## config.mk

```make
export PLATFORM = sky130hd
export DESIGN_NAME = bba_ctrl
export DESIGN_NICKNAME = d
export VERILOG_FILES = /design/src/rtl/bba_pkg.sv /design/src/rtl/bba_ctrl.sv
export SDC_FILE = /design/constraint.sdc
export NUM_CORES = 1
export LEC_CHECK = 0
export BUFFER_PORTS_ARGS = -buffer_cell sky130_fd_sc_hd__buf_2
export CORE_MARGIN = 1.5
export CORE_UTILIZATION = 41
export CTS_BUF_LIST = sky130_fd_sc_hd__clkbuf_4
export CTS_CLUSTER_DIAMETER = 120
export CTS_CLUSTER_SIZE = 30
export DETAILED_ROUTE_END_ITERATION = 10
export GPL_TIMING_DRIVEN = 0
export PLACE_DENSITY = 0.73
export RECOVER_POWER = 100
export SLEW_MARGIN = 0
export SYNTH_ARGS = -nofsm -noshare
export SYNTH_HDL_FRONTEND = slang
export SYNTH_SLANG_ARGS = --single-unit
```

## constraint.sdc

```tcl
create_clock -name clk -period 2.32 [get_ports clk]
set_input_delay 0.464 -clock clk [delete_from_list [all_inputs] [get_ports clk]]
set_output_delay 0.464 -clock clk [all_outputs]
set_load 0.05 [all_outputs]
```

## src/rtl/bba_pkg.sv

```systemverilog
`timescale 1ns / 1ps
// ----------------------------------------------------------------------------
// bba_pkg
// Shared types and fixed codes of the buddy block allocator.
// ----------------------------------------------------------------------------
package bba_pkg;

	// command codes
	localparam logic [1:0] CMD_ALLOC = 2'd0;
	localparam logic [1:0] CMD_FREE  = 2'd1;
	localparam logic [1:0] CMD_COUNT = 2'd2;

	// status codes
	localparam logic [2:0] ST_OK        = 3'd0;
	localparam logic [2:0] ST_BAD_SIZE  = 3'd1;
	localparam logic [2:0] ST_NO_BLOCK  = 3'd2;
	localparam logic [2:0] ST_NOT_OWNER = 3'd3;
	localparam logic [2:0] ST_NOT_ALLOC = 3'd4;

	// controller states
	typedef enum logic [4:0] {
		S_IDLE,
		S_CLEAR,
		S_DECODE,
		S_A_SEARCH,
		S_A_SPLIT_RD,
		S_A_SPLIT_RM,
		S_A_SPLIT_UP,
		S_A_SPLIT_LO,
		S_A_TAKE_RD,
		S_A_TAKE_RM,
		S_F_RD,
		S_F_CHECK,
		S_F_PUSH,
		S_F_BUD_RD,
		S_F_BUD_CHK,
		S_F_RM_B,
		S_F_RM_BUD,
		S_F_MERGE,
		S_C_SUM,
		S_DONE
	} bba_state_t;

	// datapath operations commanded by the controller
	typedef enum logic [3:0] {
		OP_NONE,
		OP_CLEAR,
		OP_LOAD,
		OP_SEARCH,
		OP_SPLIT_RD,
		OP_REMOVE_B,
		OP_PUSH_UP,
		OP_PUSH_B,
		OP_TAKE_RD,
		OP_MARK_ALLOC,
		OP_F_RD,
		OP_F_PUSH,
		OP_BUD_RD,
		OP_REMOVE_BUD,
		OP_MERGE,
		OP_SUM
	} bba_op_t;

	typedef struct packed {
		bba_op_t op;
		logic    link_phase;
	} bba_cmd_t;

	typedef struct packed {
		logic clear_done;
		logic search_hit;
		logic search_miss;
		logic at_target;
		logic free_known;
		logic free_owner_bad;
		logic free_alloc;
		logic bud_ok;
		logic lvl_zero;
		logic sum_done;
		logic link_busy;
	} bba_stat_t;

endpackage

```

## src/rtl/bba_ctrl.sv

```systemverilog
`timescale 1ns / 1ps
// ----------------------------------------------------------------------------
// bba_ctrl
// Sequencer for allocate, free and count; drives datapath operations and the
// handshakes.
// ----------------------------------------------------------------------------
module bba_ctrl
	import bba_pkg::*;
(
	input  logic        clk,
	input  logic        arst_n,
	input  logic        in_valid,
	output logic        in_ready,
	input  logic [1:0]  cmd,
	input  logic [15:0] request_bytes,
	input  logic        bad_size,
	input  bba_stat_t   stat,
	output bba_cmd_t    ctl,
	output logic        out_valid,
	input  logic        out_ready,
	output logic [2:0]  status
);
	bba_state_t state_q, state_d;
	logic       phase_q, phase_d;
	logic [2:0] st_q, st_d;
	logic [1:0] cmd_q;
	logic       bad_q;
	logic       load;

	// state register
	always_ff @(posedge clk or negedge arst_n) begin
		if (!arst_n) begin
			state_q <= S_CLEAR;
			phase_q <= 1'b0;
			st_q    <= ST_OK;
			cmd_q   <= CMD_ALLOC;
			bad_q   <= 1'b0;
		end else begin
			state_q <= state_d;
			phase_q <= phase_d;
			st_q    <= st_d;
			if (load) begin
				cmd_q <= cmd;
				bad_q <= bad_size;
			end
		end
	end

	// next state and commands
	always_comb begin
		state_d = state_q;
		phase_d = 1'b0;
		st_d    = st_q;
		ctl     = '{op: OP_NONE, link_phase: phase_q};
		in_ready  = 1'b0;
		out_valid = 1'b0;
		load      = 1'b0;
		case (state_q)
			S_CLEAR: begin
				ctl.op = OP_CLEAR;
				if (stat.clear_done) begin
					ctl.op  = OP_NONE;
					state_d = S_IDLE;
				end
			end
			S_IDLE: begin
				in_ready = 1'b1;
				if (in_valid) begin
					load    = 1'b1;
					ctl.op  = OP_LOAD;
					st_d    = ST_OK;
					state_d = S_DECODE;
				end
			end
			S_DECODE: begin
				case (cmd_q)
					CMD_ALLOC: begin
						if (bad_q) begin
							st_d    = ST_BAD_SIZE;
							state_d = S_DONE;
						end else state_d = S_A_SEARCH;
					end
					CMD_FREE: begin
						ctl.op  = OP_F_RD;
						state_d = S_F_CHECK;
					end
					CMD_COUNT: state_d = S_C_SUM;
					default: state_d = S_DONE;
				endcase
			end
			S_A_SEARCH: begin
				if (stat.search_hit) begin
					state_d = stat.at_target ? S_A_TAKE_RD : S_A_SPLIT_RD;
				end else if (stat.search_miss) begin
					st_d    = ST_NO_BLOCK;
					state_d = S_DONE;
				end else ctl.op = OP_SEARCH;
			end
			S_A_SPLIT_RD: begin
				ctl.op  = OP_SPLIT_RD;
				state_d = S_A_SPLIT_RM;
			end
			S_A_SPLIT_RM: begin
				ctl.op  = OP_REMOVE_B;
				phase_d = !phase_q;
				if (phase_q) state_d = S_A_SPLIT_UP;
			end
			S_A_SPLIT_UP: begin
				ctl.op  = OP_PUSH_UP;
				state_d = S_A_SPLIT_LO;
			end
			S_A_SPLIT_LO: begin
				ctl.op  = OP_PUSH_B;
				state_d = S_A_SEARCH;
			end
			S_A_TAKE_RD: begin
				ctl.op  = OP_TAKE_RD;
				state_d = S_A_TAKE_RM;
			end
			S_A_TAKE_RM: begin
				ctl.op  = OP_REMOVE_B;
				phase_d = !phase_q;
				if (phase_q) state_d = S_F_RD;
			end
			S_F_RD: begin
				ctl.op  = OP_MARK_ALLOC;
				state_d = S_DONE;
			end
			S_F_CHECK: begin
				if (!stat.free_known) st_d = ST_NOT_ALLOC;
				else if (stat.free_owner_bad) st_d = ST_NOT_OWNER;
				else if (!stat.free_alloc) st_d = ST_NOT_ALLOC;
				state_d = (!stat.free_known || stat.free_owner_bad || !stat.free_alloc)
					? S_DONE : S_F_PUSH;
			end
			S_F_PUSH: begin
				ctl.op  = OP_F_PUSH;
				state_d = S_F_BUD_RD;
			end
			S_F_BUD_RD: begin
				if (stat.lvl_zero) state_d = S_DONE;
				else begin
					ctl.op  = OP_BUD_RD;
					state_d = S_F_BUD_CHK;
				end
			end
			S_F_BUD_CHK: state_d = stat.bud_ok ? S_F_RM_B : S_DONE;
			S_F_RM_B: begin
				ctl.op  = OP_REMOVE_B;
				phase_d = !phase_q;
				if (phase_q) state_d = S_F_RM_BUD;
			end
			S_F_RM_BUD: begin
				ctl.op  = OP_REMOVE_BUD;
				phase_d = !phase_q;
				if (phase_q) state_d = S_F_MERGE;
			end
			S_F_MERGE: begin
				ctl.op  = OP_MERGE;
				state_d = S_F_BUD_RD;
			end
			S_C_SUM: begin
				ctl.op = OP_SUM;
				if (stat.sum_done) state_d = S_DONE;
			end
			S_DONE: begin
				out_valid = 1'b1;
				if (out_ready) state_d = S_IDLE;
			end
			default: state_d = S_IDLE;
		endcase
	end

	assign status = st_q;

	logic unused_in;
	assign unused_in = ^{request_bytes, stat.link_busy, stat.search_miss};

endmodule

```

==> out/qor.yml <==
max-vdd-ir-drop_uv: 1421
syn_area_per_cell_um2: 7.869
rsz0062_at_grt: "yes"
synth_top_area_share: 0.2301
hold_slack_ps: 183.8
worstPathArrival_ps: 1920
grt_pass1_vias: 1273
synth-seq-cells: 12
endpoint: "ctl[2]"
finalNetCount: 225
grt_overflow: 0
viasPerCell: 6.471
cts_tree: "yes"
diodes: 0
setup-tns-final_ps: -71.06
cts_buffers: 3
synth_area_um2: 1196
async_flop_share: 1.000
max_freq_mhz: 419.2
synthDistinctLibCells: 50
wl_per_cell_um: 17.13
clock-skew-final_ps: 2.114
power_density_nw_per_um2: 1664
port_buffers: 26
start_util: 0.4338
clock_sink_count: 12
setup_ws_ps: -65.56
synthCells: 152
drtAntennaViolNets: 0
antenna_found_initial: 0
cts_hold_buf: 0
grt.total_usage: 0.2331
min_period_over_period: 1.028
worstHoldPathType: "input pin to async pin"
dieWidth_um: 57.02
path_clk_slew_ps: 70
timing.rr.start: "state_q[0]"
die-area_um2: 3251
yosys_warnings: 0
synthTopCellsByArea: "dfrtp_1, mux2_2, o21ai_0"
synth-edff-count: 0
drtIter0Drc: 99
layout-drive-gt1-share: 0.3789
critPathMaxFanout: 10
setup.worst_path.class: "flip-flop to output pin"
drt_first_pass_iters: 4
num_io_pins: 44
vias: 1430
crit_start: "state_q[2]"
cts.htree.levels: 1
cpPeakStageDelay_ps: 400
tightest_slew_ps: 789.0
drv_slew: 0
n_fill_cell: 240
period_needed_ps: 2386
cts_buffer_depth: 2
status: "finished with violations"
synth_flop_cell: "dfrtp_1"
grt_pass1_wl_um: 6044
grt_max_degree: 13
yosys.area.top_type: "dfrtp_1"
cts-root-buf: "clkbuf_4"
leakage_nw: 0.6821
rows: 19
maxCapViolations: 0
cp-end-kind: "output pin"
post-place-ws_ps: -241.6
syn-num-nets: 186
hpwl_um: 2745
worstReg2RegEnd: "state_q[2]"
setup_viol: 2
gp_congestion: 0.9899
report.final.hold_viol_count: 0
drc: 0
critPathSlowestCell: "or3_4"
clk-insertion-delay-late_ps: 270
rrSetupSlack_ps: 110
cp-start-kind: "flip-flop"
cp.required_ps: 1860
fp.coreArea_um2: 2758
fp.dieH_um: 57.02
violations: "negative setup slack"
worstPathCellList: "buf_6 > or3_4 > or3_4 > o221ai_4 > buf_6"
area_delta_synth_final_pct: 34.31
relSlewSlack: 0.4740
rr_worst_depth: 6
routed_wirelength_um: 3786
ys_seq_area_frac: 0.2521
power.total_mw: 2.673
## Yosys cell counts (2+ instances only)
| master | n |
|---|---|
| o22ai_1 | 2 |
| o32ai_1 | 4 |
| mux2_2 | 6 |
| or3_1 | 2 |
| nand3_1 | 3 |
| o21ai_0 | 13 |
| inv_1 | 5 |
| a211o_1 | 2 |
| dfrtp_1 | 11 |
| nor2_1 | 16 |
| nand4_1 | 2 |
| nor2b_1 | 2 |
| o211ai_1 | 2 |
| o2bb2ai_1 | 3 |
| buf_1 | 4 |
| a21oi_1 | 11 |
| xor2_1 | 3 |
| nor3_1 | 5 |
| nand4b_1 | 2 |
| clkbuf_1 | 3 |
| o221ai_1 | 2 |
| a221oi_1 | 2 |
| buf_2 | 4 |
| nand2_1 | 12 |
| nand2b_1 | 6 |
## registers in the layout, summed over array words and instances, names as in the netlist
register  count
phase_q       1
cmd_q         2
bad_q         1
state_q       5
status        3
## metal layers
metal,global-route usage,up-vias,share of wire,wire (um)
li1,-,650,-,-
met3,0.01587,16,0.11,400
met1,0.3281,652,0.40,1516
met2,0.3580,112,0.46,1742
met4,0.1262,0,0.034,127
met5,0,-,0,0
## cells by family (layout without fill, tap and decap cells)
kind of cell | Yosys count | after routing | synth area share
AND/OR/NAND/NOR | 58 | 58 | 0.2584
AO/OA/AOI/OAI | 52 | 52 | 0.3159
buffers and inverters | 19 | 57 | 0.07426
flip-flops | 12 | 12 | 0.2521
multiplexers | 8 | 8 | 0.07740
XOR/XNOR | 3 | 3 | 0.02197
## cell type report
| type | count | area [um^2] | share of cell area |
|---|---|---|---|
| buffer | 12 | 110.1 | 0.06854 |
| clock buffer | 3 | 22.52 | 0.01402 |
| clock inverter | 1 | 3.754 | 0.002336 |
| inverter | 5 | 18.77 | 0.01168 |
| multi-input combinational | 121 | 885.9 | 0.5514 |
| sequential | 12 | 302.8 | 0.1885 |
| tap | 31 | 38.79 | 0.02414 |
| timing repair buffer | 36 | 224.0 | 0.1394 |
## worst max-delay path, delay by kind of cell, from the launching register on
kind	cells	cell delay, ps
AO/OA/AOI/OAI	1	170
flip-flops	1	380
AND/OR/NAND/NOR	2	770
buffers and inverters	2	330
## layout by cell type (no fill, tap or decap), types with 2 or more instances in the layout
cell type / n
buf_4: 13
nand2_1: 12
nor2_1: 15
nor2_4: 2
nand4b_1: 2
nand3_1: 3
or3_4: 2
inv_1: 4
o211ai_1: 2
a211o_1: 2
xor2_1: 3
a21oi_1: 10
buf_6: 8
clkbuf_4: 6
dfrtp_1: 10
buf_2: 18
nor3_1: 5
nand2b_4: 2
clkbuf_1: 5
nand2b_1: 4
o2bb2ai_1: 3
mux2_2: 6
o32ai_1: 4
a221oi_2: 2
nand4_1: 2
nor2b_1: 2
o22ai_1: 2
o21ai_0: 12
## through the flow
| step | area [um^2] | util | instances |
|---|---|---|---|
| 6_report | 1607 | 0.5826 | 221 |
| 5_1_grt | 1607 | 0.5826 | 221 |
| 4_1_cts | 1555 | 0.5640 | 217 |
| 3_5_place_dp | 1404 | 0.5091 | 209 |
| 3_3_place_gp | 1404 | 0.5091 | 209 |
| 2_1_floorplan | 1235 | - | 152 |
## where the power goes
group          switching [mW]  internal (mW)  total (mW)
logic                    1.24          0.913        2.16
clock network          0.0668         0.0621       0.129
registers              0.0827          0.305       0.387
total                    1.39           1.28        2.67
## repair_timing
action | in CTS | in global routing
buffers inserted | 6 | 4
endpoints found under the setup margin | 4 | 4
pin swaps | 1 | 4
gates resized for setup | 28 | 13
## how the worst min path moves through the flow
stage,startpoint,endpoint,slack (ps),depth (start not counted)
2_1_floorplan,arst_n,bad_q,170,0
3_5_place_dp,arst_n,cmd_q[1],350,1
6_report,arst_n,cmd_q[1],180,1
4_1_cts,arst_n,cmd_q[1],60,1
5_1_grt,arst_n,state_q[4],230,1
3_3_place_gp,arst_n,cmd_q[1],350,1
(Power assumes the default switching activity.)
